==> src/sv/pnm_pkg.sv <==
// shared types and constants for the pnm to rgb555 decoder
package pnm_pkg;

    localparam int DimBitsDefault = 16;

    typedef enum logic [1:0] {
        KIND_PIXEL  = 2'd0,
        KIND_HEADER = 2'd1,
        KIND_ERROR  = 2'd2
    } t_kind;

    localparam logic [2:0] FMT_P1 = 3'd0;
    localparam logic [2:0] FMT_P2 = 3'd1;
    localparam logic [2:0] FMT_P3 = 3'd2;
    localparam logic [2:0] FMT_P5 = 3'd3;
    localparam logic [2:0] FMT_P6 = 3'd4;

    // classified request from the front end to the back end
    typedef struct packed {
        logic        is_sample;  // sample value to scale
        logic        is_pixel;   // finished pixel, components given
        logic        is_header;
        logic        is_error;
        logic [15:0] value;
        logic [4:0]  red;
        logic [4:0]  green;
        logic [4:0]  blue;
        logic        last;
        logic        to_pixel;   // sample completes a pixel
        logic [1:0]  comp;       // component slot of the sample
        logic        gray;
        logic [15:0] width;
        logic [15:0] height;
        logic [15:0] maxval;
        logic [2:0]  format;
    } t_op;

    typedef struct packed {
        logic [1:0]  kind;
        logic [4:0]  red;
        logic [4:0]  green;
        logic [4:0]  blue;
        logic        last_pixel;
        logic [15:0] image_width;
        logic [15:0] image_height;
        logic [15:0] sample_max;
        logic [2:0]  format;
    } t_res;

    function automatic logic is_ws(input logic [7:0] c);
        return (c == 8'd32) || (c >= 8'd9 && c <= 8'd13);
    endfunction

endpackage

==> src/sv/pnm_if.sv <==
// valid / ready channel interfaces
interface pnm_in_if import pnm_pkg::*; ();
    logic       valid;
    logic       ready;
    logic [7:0] in_byte;
    logic       start_file;
    modport source (output valid, in_byte, start_file, input ready);
    modport sink (input valid, in_byte, start_file, output ready);
endinterface

interface pnm_out_if import pnm_pkg::*; ();
    logic        valid;
    logic        ready;
    logic [1:0]  kind;
    logic [4:0]  red;
    logic [4:0]  green;
    logic [4:0]  blue;
    logic        last_pixel;
    logic [15:0] image_width;
    logic [15:0] image_height;
    logic [15:0] sample_max;
    logic [2:0]  format;
    modport source (output valid, kind, red, green, blue, last_pixel, image_width,
                    image_height, sample_max, format, input ready);
    modport sink (input valid, kind, red, green, blue, last_pixel, image_width,
                  image_height, sample_max, format, output ready);
endinterface

==> src/sv/pnm_stream_to_rgb555_top.sv <==
// top level of the pnm stream to rgb555 decoder
//
// Input channel: one file byte per request, with start_file marking the
// first byte of a new file (this resets the parser). Output channel: one
// result per request, kind pixel, header accepted or error; pixels carry
// 5-bit red, green and blue and last_pixel on the final pixel.
// A front end parses the header and lexes samples, one byte a cycle while
// the queue has room and no pixel count is pending; a four-entry queue
// decouples it from the back end, which scales each sample as v*31/maxval
// with a restoring divider, one quotient bit a cycle. The back end takes a
// new request only while idle, so it handles one request at a time. The
// header result waits for the registered pixel count multiply. Direct
// results pass through the queue and the result register; scaled ones
// also pass through the divider. Reset is synchronous and clears all
// parser state and the queue. When the receiver stalls, the result
// register holds, the queue fills and the input stops taking bytes;
// nothing is lost.
module pnm_stream_to_rgb555_top import pnm_pkg::*; #(
    parameter int DIM_BITS = DimBitsDefault
) (
    input logic i_clk,
    input logic i_rst_n,
    pnm_in_if.sink    i_in,
    pnm_out_if.source o_out
);
    logic f_valid, q_ready, b_valid, b_ready;
    t_op  f_op, b_op;
    t_res res;

    pnm_front #(.DIM_BITS(DIM_BITS)) u_front (
        .i_clk(i_clk), .i_rst_n(i_rst_n),
        .i_valid(i_in.valid), .o_ready(i_in.ready),
        .i_byte(i_in.in_byte), .i_start(i_in.start_file),
        .o_op_valid(f_valid), .o_op(f_op), .i_op_ready(q_ready)
    );

    pnm_queue #(.DEPTH(4)) u_queue (
        .i_clk(i_clk), .i_rst_n(i_rst_n),
        .i_valid(f_valid), .o_ready(q_ready), .i_op(f_op),
        .o_valid(b_valid), .i_ready(b_ready), .o_op(b_op)
    );

    pnm_back u_back (
        .i_clk(i_clk), .i_rst_n(i_rst_n),
        .i_valid(b_valid), .o_ready(b_ready), .i_op(b_op),
        .o_valid(o_out.valid), .i_ready(o_out.ready), .o_res(res)
    );

    assign o_out.kind = res.kind;
    assign o_out.red = res.red;
    assign o_out.green = res.green;
    assign o_out.blue = res.blue;
    assign o_out.last_pixel = res.last_pixel;
    assign o_out.image_width = res.image_width;
    assign o_out.image_height = res.image_height;
    assign o_out.sample_max = res.sample_max;
    assign o_out.format = res.format;
endmodule

==> src/sv/pnm_front.sv <==
// front end: header parser and sample lexer, one request per byte at most
module pnm_front import pnm_pkg::*; #(
    parameter int DIM_BITS = DimBitsDefault
) (
    input  logic       i_clk,
    input  logic       i_rst_n,
    input  logic       i_valid,
    output logic       o_ready,
    input  logic [7:0] i_byte,
    input  logic       i_start,
    output logic       o_op_valid,
    output t_op        o_op,
    input  logic       i_op_ready
);
    localparam int AccBits = (DIM_BITS > 16 ? DIM_BITS : 16) + 1;
    localparam logic [AccBits-1:0] DimMax = AccBits'((64'd1 << DIM_BITS) - 64'd1);
    localparam logic [AccBits-1:0] AccCap =
        (DIM_BITS > 16 ? DimMax : AccBits'(17'd65535)) + AccBits'(1);
    localparam logic [AccBits-1:0] Max16 = AccBits'(17'd65535);

    typedef enum logic [2:0] {
        PH_MAGIC, PH_TYPE, PH_HEADER, PH_DATA, PH_IDLE
    } t_phase;
    typedef enum logic [1:0] {LX_WORD, LX_WSP, LX_COMMENT} t_lex;

    t_phase r_phase, n_phase;
    t_lex   r_lx, n_lx, r_prev, n_prev;
    logic [2:0]  r_fmt, n_fmt;
    logic [1:0]  r_wc, n_wc;
    logic [AccBits-1:0] r_acc, n_acc;
    logic        r_bad, n_bad;
    logic [DIM_BITS-1:0] r_w, n_w, r_h, n_h;
    logic [15:0] r_max, n_max;
    logic [1:0]  r_comp, n_comp;
    logic [7:0]  r_hi, n_hi;
    logic        r_hp, n_hp;
    logic [31:0] r_left, n_left;
    // pixel count multiply is split off: header result waits for the registered product
    logic        r_cnt_pend, n_cnt_pend;
    logic [2*DIM_BITS-1:0] r_prod;

    logic emit;
    t_op  op;

    assign o_ready = i_op_ready && !r_cnt_pend;
    wire fire = i_valid && o_ready;

    // decimal digit accumulation with saturation
    function automatic logic [AccBits-1:0] acc_next(input logic [AccBits-1:0] a,
                                                   input logic [7:0] c);
        logic [AccBits+3:0] v;
        v = {4'd0, a} * (AccBits+4)'(10) + (AccBits+4)'(c - 8'd48);
        return (v > {4'd0, AccCap}) ? AccCap : v[AccBits-1:0];
    endfunction

    wire is_dig_c = i_byte >= 8'd48 && i_byte <= 8'd57;

    always_comb begin
        t_phase ph;
        t_lex   lx;
        t_lex   pv;
        logic [15:0] sval;
        logic        do_sample;
        logic        px;
        logic [4:0]  pv5;
        ph = r_phase; lx = r_lx; pv = r_prev;
        n_phase = r_phase; n_lx = r_lx; n_prev = r_prev; n_fmt = r_fmt; n_wc = r_wc;
        n_acc = r_acc; n_bad = r_bad; n_w = r_w; n_h = r_h; n_max = r_max;
        n_comp = r_comp; n_hi = r_hi; n_hp = r_hp; n_left = r_left;
        n_cnt_pend = 1'b0;
        emit = 1'b0;
        op = '0;
        sval = '0; do_sample = 1'b0; px = 1'b0; pv5 = '0;
        if (r_cnt_pend) begin
            // header accepted, pixel count now known
            n_left = (r_prod[2*DIM_BITS-1 -: 0+1] == 1'b1 && 2*DIM_BITS > 32)
                ? 32'hFFFF_FFFF : 32'(r_prod);
            if (2*DIM_BITS > 32 && (r_prod >> 32) != '0) n_left = 32'hFFFF_FFFF;
            n_phase = (r_prod != '0) ? PH_DATA : PH_IDLE;
            emit = 1'b1;
            op.is_header = 1'b1;
        end else if (fire) begin
            if (i_start) begin
                ph = PH_MAGIC; lx = LX_WSP; pv = LX_WORD;
                n_fmt = '0; n_wc = '0; n_acc = '0; n_bad = 1'b0; n_w = '0; n_h = '0;
                n_max = '0; n_comp = '0; n_hi = '0; n_hp = 1'b0; n_left = '0;
                n_lx = lx; n_prev = pv; n_phase = ph;
            end
            unique case (ph)
                PH_MAGIC: n_phase = PH_TYPE;
                PH_TYPE: begin
                    n_phase = PH_HEADER;
                    case (i_byte)
                        8'd49: n_fmt = FMT_P1;
                        8'd50: n_fmt = FMT_P2;
                        8'd51: n_fmt = FMT_P3;
                        8'd53: n_fmt = FMT_P5;
                        8'd54: n_fmt = FMT_P6;
                        default: begin
                            n_phase = PH_IDLE;
                            emit = 1'b1;
                            op.is_error = 1'b1;
                        end
                    endcase
                end
                PH_HEADER: begin
                    logic cont;
                    cont = 1'b1;
                    if (lx == LX_COMMENT) begin
                        if (i_byte != 8'd13 && i_byte != 8'd10) cont = 1'b0;
                        else begin
                            lx = pv; pv = LX_COMMENT;
                            n_lx = lx; n_prev = pv;
                        end
                    end
                    if (cont) begin
                        if (lx == LX_WORD) begin
                            if (i_byte == 8'd35) begin
                                n_prev = LX_WORD; n_lx = LX_COMMENT;
                            end else if (is_ws(i_byte)) begin
                                logic [1:0] wc;
                                logic       bad;
                                wc = r_wc + 2'd1;
                                n_wc = wc;
                                n_lx = LX_WSP;
                                if (wc == 2'd1 || wc == 2'd2)
                                    bad = r_bad || r_acc > DimMax;
                                else
                                    bad = r_bad || r_acc == '0 || r_acc > Max16;
                                if (bad) begin
                                    n_phase = PH_IDLE;
                                    emit = 1'b1;
                                    op.is_error = 1'b1;
                                end else begin
                                    if (wc == 2'd1) n_w = r_acc[DIM_BITS-1:0];
                                    else if (wc == 2'd2) n_h = r_acc[DIM_BITS-1:0];
                                    else n_max = r_acc[15:0];
                                    if ((r_fmt == FMT_P1 && wc >= 2'd2) || wc >= 2'd3) begin
                                        n_cnt_pend = 1'b1;
                                    end
                                end
                            end else if (is_dig_c) n_acc = acc_next(r_acc, i_byte);
                            else n_bad = 1'b1;
                        end else begin
                            if (i_byte == 8'd35) begin
                                n_prev = LX_WSP; n_lx = LX_COMMENT;
                            end else if (!is_ws(i_byte)) begin
                                n_acc = is_dig_c ? acc_next('0, i_byte) : '0;
                                n_bad = !is_dig_c;
                                n_prev = LX_WSP; n_lx = LX_WORD;
                            end
                        end
                    end
                end
                PH_DATA: begin
                    if (r_fmt == FMT_P5 || r_fmt == FMT_P6) begin
                        if (r_max < 16'd256) begin
                            do_sample = 1'b1; sval = {8'd0, i_byte};
                        end else if (!r_hp) begin
                            n_hi = i_byte; n_hp = 1'b1;
                        end else begin
                            n_hp = 1'b0; do_sample = 1'b1; sval = {r_hi, i_byte};
                        end
                    end else if (lx == LX_COMMENT) begin
                        if (i_byte == 8'd10) n_lx = LX_WSP;
                    end else if (i_byte == 8'd35 || is_ws(i_byte)) begin
                        if (lx == LX_WORD && r_fmt != FMT_P1) begin
                            do_sample = 1'b1;
                            sval = r_bad ? 16'd0 :
                                (r_acc > Max16 ? 16'hFFFF : r_acc[15:0]);
                            // values beyond 16 bits still clamp to 31
                            if (!r_bad && r_acc > Max16) sval = 16'hFFFF;
                        end
                        n_lx = (i_byte == 8'd35) ? LX_COMMENT : LX_WSP;
                    end else if (r_fmt == FMT_P1) begin
                        n_lx = LX_WORD;
                        px = 1'b1;
                        pv5 = (i_byte == 8'd48) ? 5'd0 : 5'd31;
                    end else begin
                        if (lx != LX_WORD) begin
                            n_lx = LX_WORD;
                            n_acc = is_dig_c ? acc_next('0, i_byte) : '0;
                            n_bad = !is_dig_c;
                        end else if (is_dig_c) n_acc = acc_next(r_acc, i_byte);
                        else n_bad = 1'b1;
                    end
                end
                default: ;
            endcase
            // sample classification
            if (do_sample) begin
                logic gray;
                logic fin;
                gray = (r_fmt == FMT_P2 || r_fmt == FMT_P5);
                fin = gray || r_comp == 2'd2;
                emit = 1'b1;
                op.is_sample = 1'b1;
                op.value = sval;
                op.gray = gray;
                op.comp = gray ? 2'd2 : r_comp;
                op.to_pixel = fin;
                if (!gray) n_comp = (r_comp == 2'd2) ? 2'd0 : r_comp + 2'd1;
            end
            if (px || (do_sample && op.to_pixel)) begin
                logic [31:0] left;
                left = (r_left != '0) ? r_left - 32'd1 : r_left;
                n_left = left;
                op.last = (left == '0);
                if (left == '0) n_phase = PH_IDLE;
                if (px) begin
                    emit = 1'b1;
                    op.is_pixel = 1'b1;
                    op.red = pv5; op.green = pv5; op.blue = pv5;
                end
            end
        end
        op.width = 16'(r_w);
        op.height = 16'(r_h);
        op.maxval = n_max;
        op.format = n_fmt;
        if (op.is_error) begin
            op.width = '0; op.height = '0; op.maxval = '0; op.format = '0;
        end
    end

    always_ff @(posedge i_clk) begin
        if (!i_rst_n) begin
            r_phase <= PH_MAGIC; r_lx <= LX_WSP; r_prev <= LX_WORD; r_fmt <= '0;
            r_wc <= '0; r_acc <= '0; r_bad <= 1'b0; r_w <= '0; r_h <= '0;
            r_max <= '0; r_comp <= '0; r_hi <= '0; r_hp <= 1'b0; r_left <= '0;
            r_cnt_pend <= 1'b0;
        end else begin
            r_phase <= n_phase; r_lx <= n_lx; r_prev <= n_prev; r_fmt <= n_fmt;
            r_wc <= n_wc; r_acc <= n_acc; r_bad <= n_bad; r_w <= n_w; r_h <= n_h;
            r_max <= n_max; r_comp <= n_comp; r_hi <= n_hi; r_hp <= n_hp;
            r_left <= n_left; r_cnt_pend <= n_cnt_pend;
        end
        r_prod <= n_w * n_h;
    end

    assign o_op_valid = emit;
    assign o_op = op;
endmodule

==> src/sv/pnm_queue.sv <==
// short request queue between front and back end
module pnm_queue import pnm_pkg::*; #(
    parameter int DEPTH = 4
) (
    input  logic i_clk,
    input  logic i_rst_n,
    input  logic i_valid,
    output logic o_ready,
    input  t_op  i_op,
    output logic o_valid,
    input  logic i_ready,
    output t_op  o_op
);
    localparam int AW = $clog2(DEPTH);
    t_op r_mem [DEPTH];
    logic [AW-1:0] r_wp, r_rp;
    logic [AW:0]   r_cnt;

    // keep one slot spare for the request that the pixel-count cycle adds
    assign o_ready = r_cnt < (AW+1)'(DEPTH - 1);
    assign o_valid = r_cnt != '0;
    assign o_op = r_mem[r_rp];
    wire wr = i_valid;
    wire rd = o_valid && i_ready;

    always_ff @(posedge i_clk) begin
        if (wr) r_mem[r_wp] <= i_op;
        if (!i_rst_n) begin
            r_wp <= '0; r_rp <= '0; r_cnt <= '0;
        end else begin
            if (wr) r_wp <= (r_wp == AW'(DEPTH-1)) ? '0 : r_wp + AW'(1);
            if (rd) r_rp <= (r_rp == AW'(DEPTH-1)) ? '0 : r_rp + AW'(1);
            r_cnt <= r_cnt + (AW+1)'(wr) - (AW+1)'(rd);
        end
    end
endmodule

==> src/sv/pnm_back.sv <==
// back end: scales samples with a serial divider and builds results
module pnm_back import pnm_pkg::*; (
    input  logic i_clk,
    input  logic i_rst_n,
    input  logic i_valid,
    output logic o_ready,
    input  t_op  i_op,
    output logic o_valid,
    input  logic i_ready,
    output t_res o_res
);
    typedef enum logic [1:0] {ST_IDLE, ST_DIV, ST_OUT} t_st;
    t_st r_st;
    t_op r_op;
    logic [20:0] r_rem;   // v*31 fits in 21 bits
    logic [20:0] r_quo;
    logic [4:0]  r_bit;
    logic [4:0]  r_rg_r, r_rg_g;
    t_res r_res;

    assign o_ready = (r_st == ST_IDLE);
    assign o_valid = (r_st == ST_OUT);
    assign o_res = r_res;

    // one restoring division step per cycle
    logic [36:0] trial;
    logic [4:0]  s5;
    always_comb begin
        trial = {16'd0, r_rem} - ({21'd0, r_op.maxval} << r_bit);
        s5 = (r_quo > 21'd31) ? 5'd31 : r_quo[4:0];
    end

    always_ff @(posedge i_clk) begin
        if (!i_rst_n) begin
            r_st <= ST_IDLE;
            r_rg_r <= '0; r_rg_g <= '0;
        end else begin
            unique case (r_st)
                ST_IDLE: if (i_valid) begin
                    r_op <= i_op;
                    if (i_op.is_sample) begin
                        r_rem <= 21'({5'd0, i_op.value} * 21'd31);
                        r_quo <= '0;
                        r_bit <= 5'd20;
                        r_st <= ST_DIV;
                    end else begin
                        r_res.kind <= i_op.is_error ? KIND_ERROR :
                                      (i_op.is_header ? KIND_HEADER : KIND_PIXEL);
                        r_res.red <= i_op.red;
                        r_res.green <= i_op.green;
                        r_res.blue <= i_op.blue;
                        r_res.last_pixel <= i_op.last;
                        r_res.image_width <= i_op.width;
                        r_res.image_height <= i_op.height;
                        r_res.sample_max <= i_op.maxval;
                        r_res.format <= i_op.format;
                        r_st <= ST_OUT;
                    end
                end
                ST_DIV: begin
                    if (!trial[36]) begin
                        r_rem <= trial[20:0];
                        r_quo <= r_quo | (21'd1 << r_bit);
                    end
                    if (r_bit != 5'd0) begin
                        r_bit <= r_bit - 5'd1;
                    end else begin
                        logic [4:0] q;
                        // last quotient bit folded in, clamped at 31
                        q = !trial[36] ?
                            (((r_quo | 21'd1) > 21'd31) ? 5'd31 : 5'(r_quo | 21'd1)) : s5;
                        if (r_op.gray) begin
                            r_res.red <= q; r_res.green <= q; r_res.blue <= q;
                        end else if (r_op.comp == 2'd0) r_rg_r <= q;
                        else if (r_op.comp == 2'd1) r_rg_g <= q;
                        else begin
                            r_res.red <= r_rg_r; r_res.green <= r_rg_g; r_res.blue <= q;
                        end
                        r_res.kind <= KIND_PIXEL;
                        r_res.last_pixel <= r_op.last;
                        r_res.image_width <= r_op.width;
                        r_res.image_height <= r_op.height;
                        r_res.sample_max <= r_op.maxval;
                        r_res.format <= r_op.format;
                        r_st <= r_op.to_pixel ? ST_OUT : ST_IDLE;
                    end
                end
                ST_OUT: if (i_ready) r_st <= ST_IDLE;
                default: r_st <= ST_IDLE;
            endcase
        end
    end
endmodule

==> src/flat_wrapper.sv <==
// flat-port wrapper written by rule: the top's interface ports become plain ports
module pnm_stream_to_rgb555_top_flat import pnm_pkg::*;
#(
    parameter int DIM_BITS = DimBitsDefault
)
  (i_clk, i_rst_n, i_in_valid, i_in_in_byte, i_in_start_file, i_in_ready, o_out_valid, o_out_kind, o_out_red, o_out_green, o_out_blue, o_out_last_pixel, o_out_image_width, o_out_image_height, o_out_sample_max, o_out_format, o_out_ready);
  pnm_in_if i_in_i ();
  pnm_out_if o_out_i ();
  input logic i_clk;
  input logic i_rst_n;
  input wire logic [$bits(i_in_i.valid)-1:0] i_in_valid;
  input wire logic [$bits(i_in_i.in_byte)-1:0] i_in_in_byte;
  input wire logic [$bits(i_in_i.start_file)-1:0] i_in_start_file;
  output wire logic [$bits(i_in_i.ready)-1:0] i_in_ready;
  output wire logic [$bits(o_out_i.valid)-1:0] o_out_valid;
  output wire logic [$bits(o_out_i.kind)-1:0] o_out_kind;
  output wire logic [$bits(o_out_i.red)-1:0] o_out_red;
  output wire logic [$bits(o_out_i.green)-1:0] o_out_green;
  output wire logic [$bits(o_out_i.blue)-1:0] o_out_blue;
  output wire logic [$bits(o_out_i.last_pixel)-1:0] o_out_last_pixel;
  output wire logic [$bits(o_out_i.image_width)-1:0] o_out_image_width;
  output wire logic [$bits(o_out_i.image_height)-1:0] o_out_image_height;
  output wire logic [$bits(o_out_i.sample_max)-1:0] o_out_sample_max;
  output wire logic [$bits(o_out_i.format)-1:0] o_out_format;
  input wire logic [$bits(o_out_i.ready)-1:0] o_out_ready;
  assign i_in_i.valid = i_in_valid;
  assign i_in_i.in_byte = i_in_in_byte;
  assign i_in_i.start_file = i_in_start_file;
  assign i_in_ready = i_in_i.ready;
  assign o_out_valid = o_out_i.valid;
  assign o_out_kind = o_out_i.kind;
  assign o_out_red = o_out_i.red;
  assign o_out_green = o_out_i.green;
  assign o_out_blue = o_out_i.blue;
  assign o_out_last_pixel = o_out_i.last_pixel;
  assign o_out_image_width = o_out_i.image_width;
  assign o_out_image_height = o_out_i.image_height;
  assign o_out_sample_max = o_out_i.sample_max;
  assign o_out_format = o_out_i.format;
  assign o_out_i.ready = o_out_ready;
  pnm_stream_to_rgb555_top #(.DIM_BITS(DIM_BITS)) u_core (.i_clk(i_clk), .i_rst_n(i_rst_n), .i_in(i_in_i), .o_out(o_out_i));
endmodule
==> config.mk <==
export PLATFORM = sky130hd
export DESIGN_NAME = pnm_stream_to_rgb555_top_flat
export DESIGN_NICKNAME = d
export VERILOG_FILES = /design/src/sv/pnm_pkg.sv /design/src/sv/pnm_if.sv /design/src/sv/pnm_stream_to_rgb555_top.sv /design/src/sv/pnm_front.sv /design/src/sv/pnm_queue.sv /design/src/sv/pnm_back.sv /design/src/flat_wrapper.sv
export SDC_FILE = /design/constraint.sdc
export NUM_CORES = 2
export LEC_CHECK = 0
export ABC_AREA = 1
export BUFFER_PORTS_ARGS = -buffer_cell sky130_fd_sc_hd__buf_2
export CAP_MARGIN = 15
export CORE_MARGIN = 4
export CORE_UTILIZATION = 55
export CTS_BUF_LIST = sky130_fd_sc_hd__clkbuf_4 sky130_fd_sc_hd__clkbuf_8
export CTS_CLUSTER_DIAMETER = 100
export DETAILED_ROUTE_END_ITERATION = 8
export HOLD_SLACK_MARGIN = 0.05
export PLACE_DENSITY = 0.71
export SYNTH_ARGS = -nofsm -noshare
export SYNTH_HDL_FRONTEND = slang
export SYNTH_SLANG_ARGS = --single-unit
==> constraint.sdc <==
create_clock -name i_clk -period 10.5 [get_ports i_clk]
set_input_delay 2.1 -clock i_clk [delete_from_list [all_inputs] [get_ports i_clk]]
set_output_delay 2.1 -clock i_clk [all_outputs]
set_load 0.02 [all_outputs]
## Word level (Yosys, flattened, before mapping)

Memory sizes are Yosys's and may differ from the RTL's. A register that Yosys moved wholly into a read port is not among the register bits.
Index checks and enable logic that the tools add are counted.

- Logic and storage cells: 422
- Register bits after elaboration: 345
- Output and inout bits: 71
- Memories kept: 1
- Input bits: 13
- Memory bits (writable): 364

Memory list:

| name | words | bits a word | read ports | clocked after Yosys merged registers in | write ports | RTL line | source |
|---|---|---|---|---|---|---|---|
| u_core.u_queue.r_mem | 4 | 91 | 1 | 1 | 1 | pnm_queue.sv:15 | `t_op r_mem [DEPTH];` |

- $lt $le $gt $ge: 13
- Reduce and logical (&&, ||, !) cells: 53
- Bitwise operators: 11
- Muxes and demuxes: 251
- $mul: 3
- $add $sub $neg: 11
- Shift operators: 2
- Eq/ne operators: 35

Operators by type and width:

| cell | count |
|---|---|
| $mux 16 | 44 |
| $mux 17 | 16 |
| $mux 69 | 3 |
| $mux 32 | 5 |
| $pmux 69 s2 | 1 |
| $mux 21 | 6 |
| $mux 2 | 55 |
| $pmux 21 s2 | 2 |
| $mux 37 | 2 |
| $mux 1 | 66 |
| $eq 8x6->1 const B | 8 |
| $reduce_bool 32->1 | 2 |
| $mux 15 | 4 |
| $mux 5 | 12 |
| $mux 3 | 18 |
| $mux 51 | 1 |
| $gt 21x17->1 const B | 2 |
| $gt 21x5->1 const B | 2 |
| $mux 8 | 5 |
| $shl 16x5->37 | 1 |
| $sub 21x37->37 | 1 |
| $pmux 17 s2 | 1 |
| $logic_not 32->1 | 1 |
| $mul 16x16->32 | 1 |
| 53 further kinds | 120 |

## Depth between registers and ports, before layout

- Word-level depth: 29
- Mapped depth: 44
- Mapped depth without buffers: 42

## Hierarchy

Synthesis repeated with hierarchy kept, for this count alone.

- Cells, all modules: 5228
- Area, all modules: 45776.4 sq um

By module, submodules not included:

| module | times used | area an instance (sq um) | seq. area each (sq um) | cells an instance |
|---|---|---|---|---|
| pnm_front | 1 | 20300.7 | 3083.0 | 2965 |
| pnm_queue | 1 | 13972.2 | 11110.7 | 944 |
| pnm_back | 1 | 11503.5 | 5405.2 | 1319 |

## Worst setup path before layout

No wires, ideal clock.

- Path kind: in2reg
- Start: input i_in_in_byte[4]
- End: register u_core.u_front.r_prod[21]
- Required time: 10.428 ns
- Cell stages on the path: 37
- Arrival: 8.688 ns
- Setup time: 0.072 ns
- Setup slack: 1.740 ns
- Path buffers: 1
- Cell sequence: inv_1 ha_1 inv_1 nor2_2 nand2_1 nand2_2 a31oi_2 nor2_8 nand2_2 inv_2 nand3_4 o211ai_1 o21ai_2 inv_1 buf_2 nand2_1 fa_1 inv_1 fa_1 ha_1 inv_1 fa_1 fa_1 fa_1 inv_1 ha_1 inv_1 o21bai_1 a21oi_1 o21ai_0 a31oi_1 o21ai_0 a21boi_0 o21ai_0 nand2_1 nand2_1 xor2_1

- Longest elaborated chain between the ends: 14
- Elaborated cells on any way between the ends: 35
- Classes of those cells: mul (1); order compare (2); eq/ne (4); mux (24); reduce/logical (4)

RTL lines:

| what | RTL line | source |
|---|---|---|
| from (decl) | flat_wrapper.sv:12 | `input wire logic [$bits(i_in_i.in_byte)-1:0] i_in_in_byte;` |
| $ne 8x4->1 | pnm_front.sv:110 | `if (i_byte != 8'd13 && i_byte != 8'd10) cont = 1'b0;` |
| $logic_and 1x1->1 | pnm_front.sv:110 |  |
| $mux 2 | pnm_front.sv:110 |  |
| $mux 2 | pnm_front.sv:109 | `if (lx == LX_COMMENT) begin` |
| $mux 2 | pnm_front.sv:89 | `unique case (ph)` |
| $mux 2 | pnm_front.sv:82 | `end else if (fire) begin` |
| $mux 2 | pnm_front.sv:74 | `if (r_cnt_pend) begin` |
| $logic_not 2->1 | pnm_front.sv:117 | `if (lx == LX_WORD) begin` |
| $mux 16 | pnm_front.sv:117 |  |
| $mux 16 | pnm_front.sv:116 | `if (cont) begin` |
| $mux 16 | pnm_front.sv:89 |  |
| $mux 16 | pnm_front.sv:82 |  |
| $mux 16 | pnm_front.sv:74 |  |
| $mul 16x16->32 (*) | pnm_front.sv:238 | `r_prod <= n_w * n_h;` |
| to (signal assigned) | pnm_front.sv:238 |  |
| to (decl) | pnm_front.sv:40 | `logic [2*DIM_BITS-1:0] r_prod;` |

Mark *: on every way between the ends. The rest lies on a longest branch, timed or not. The select of a mux whose other input is x is not followed.
A chain may end at the register's enable or synchronous reset.

## Worst setup path in the final report

- Start: input i_in_in_byte[4]
- End: register u_core.u_front.r_prod[22]

The elaborated chain is that of the path after synthesis.

==> impl_metrics.ini <==
[final_layout]
area_delta_synth_final_pct = 8.586
fin_nets = 5362
drive_gt1_share_pct = 9.455
multi_input_area_um2 = 21660
fillers = 6795
layout_commonest_cell = nand2_1
regArea_um2 = 17800
layout_common_cells = nand2_1 (839), nor2_1 (685), inv_1 (578)

[clocking]
cts_tree = built
cts_buffers = 103
path_clk_slew_ps = 60
clock_latency_ps = 740
cts_root_buf = clkbuf_8
cts_buffer_depth = 3
ctsResizeCount = 0
ctsHoldBuffers = 0
cts_setup_buffers = 0
htree_levels = 3
cts_num_sinks = 651

[synthesis]
netlist_area_um2 = 42610
syn-num-nets = 5309
synth_ff_type = edfxtp_1
synthMuxAreaShare_pct = 0.04698
synth_cells = 4834
synthXorXnorAreaFrac_pct = 1.665
synth_simple_gate_area_share_pct = 18.47
synthArstFlopShare_pct = 0
syn_avg_cell_area_um2 = 8.815
ys_types = 65
ys_seq_area_share_pct = 41.77
yosysWarnings = 0
synth_edf_count = 476
synthAdderAreaFrac_pct = 17.78
synth_compound_area_share_pct = 12.74
synth_top_family_by_area = simple AND/OR/NAND/NOR gates
ys_ff_latch = 651

[sta]
skew_ps = 47.66
clock.fmax_ghz = 0.1074
hold_ws_ps = 459.5
setup-tns-final_ps = 0
fin_crit_sh_pct = 88.70
min_period_ps = 9313
maxSlewHeadroom_pct = 32.08
rsz0062_at_grt = no
tightest_slew_ps = 1019
slew_viol_final = 0
final_hold_viol_count = 0
setup_viol = 0

[drt]
drcViolationCount = 0
drt_iter0_drc = 3325
routedWlPerCell_um = 18.94
ant_nets = 0
num_vias = 34010
wirelength_mm = 113.7
vias_per_cell = 5.666
firstDrtPassIters = 8

[critical_path]
max_stage_delay_ps = 620
crit_family = adder cells
critPathRequiredTime_ps = 11150
crit_arrival_ps = 9960
r2r_cells = 29
cp_slowest_cell = fa_1
critical_path_depth = 40
crit_type = input pin to flop
crit_path_start_kind = input pin
crit_path_end_kind = flop
worst-path-buf-inv = 9
path_max_fanout = 32

[floorplan]
die_y_um = 286.3
die-area_um2 = 81990
ioPinCount = 84
fp.dieW_um = 286.3
num_rows = 101
core-area_um2 = 76330
initial_core_util_pct = 55.83

[global_route]
grt_pass1_vias = 32830
grt.total_usage_pct = 27.57
grt_max_degree = 97
grt_pass1_wl_mm = 180.1
grt_remaining_overflow = 0
antenna_found_initial = 1

[hold_path]
hp-class = flop to flop
hold_depth = 2

[flow_run]
drv_cap = 0

[placed_design]
io_buffers = 83
place_congestion = 1.013
dp_hpwl_mm = 84.17

[outcome]
status = finished clean
[flip-flops by register name, summed over array words and instances, names as in the netlist, 17 cells and up, named ones only]
register and count:
u_core.u_front.r_left 32, u_core.u_back.r_rem 21, u_core.u_back.r_op 56, u_core.u_front.r_prod 32, u_core.u_back.r_quo 21, u_core.u_front.r_acc 17
u_core.u_queue.r_mem 304, u_core.u_back.o_res 69
[worst min-delay path, delay by kind of cell, from the launching register on]
family	cells	cell delay [ps]
AOI/OAI and AO/OA	1	60
DFF	1	290
buffers and inverters	1	60
[per-stage QoR]
step                      util (%)  instance area [um2]  worst slack (ps)  cells
after floorplan                  -                42610              1740   4834
after global placement       57.55                43930             661.0   5812
after detailed placement     57.55                43930             547.5   5812
after CTS                    60.62                46270              1292   6001
after global routing         60.62                46270             553.4   6002
final                        60.62                46270              1187   6002
[area by class of cell]
class | instances | share of cell area (%)
multi-input combinational | 3373 | 46.82
sequential | 651 | 38.48
inverter | 621 | 5.081
clock buffer | 152 | 4.075
tap | 1030 | 2.785
timing repair buffer | 137 | 1.774
clock inverter | 37 | 0.9816
antenna | 1 | 0.005408
[per-layer routing]
layer | share of wire [%] | wire (um) | up-vias | global-route usage (%)
met2 | 46 | 52810 | 1295 | 44.97
met1 | 43 | 48620 | 16220 | 38.00
li1 | - | - | 16260 | -
met3 | 7.3 | 8330 | 227 | 4.234
met5 | 0 | 0 | - | 0
met4 | 3.4 | 3905 | 0 | 9.388
[cells by family after synthesis]
family,after synthesis
AO/OA/AOI/OAI,929
buffers and inverters,810
multiplexers,2
XOR/XNOR,81
adder cells (fa/ha/maj),462
flip-flops,651
AND/OR/NAND/NOR,1899
[worst paths after layout]
check                            start                         to  slack (ps)
max                    i_in_in_byte[4]  u_core.u_front.r_prod[22]        1190
min             u_core.u_front.r_hi[6]     u_core.u_front.r_hi[6]         460
max reg2reg  u_core.u_front.r_cnt_pend  u_core.u_front.r_prod[22]        2090
min reg2reg     u_core.u_front.r_hi[6]     u_core.u_front.r_hi[6]         460
[synthesized netlist by cell type (73+ instances only)]
cell,count,area (um2)
clkbuf_1,118,442.9
o21ai_0,386,1932
nand2_1,839,3149
o22ai_1,73,456.7
nor2_1,691,2594
ha_1,223,2790
dfxtp_1,175,3503
a21oi_1,262,1311
nand3_1,178,890.9
edfxtp_1,476,14290
fa_1,239,4785
inv_1,580,2177
Power is left out: the tool's default activity adds up to more than one toggle a clock period on the data nets, which glitch-free logic cannot reach.
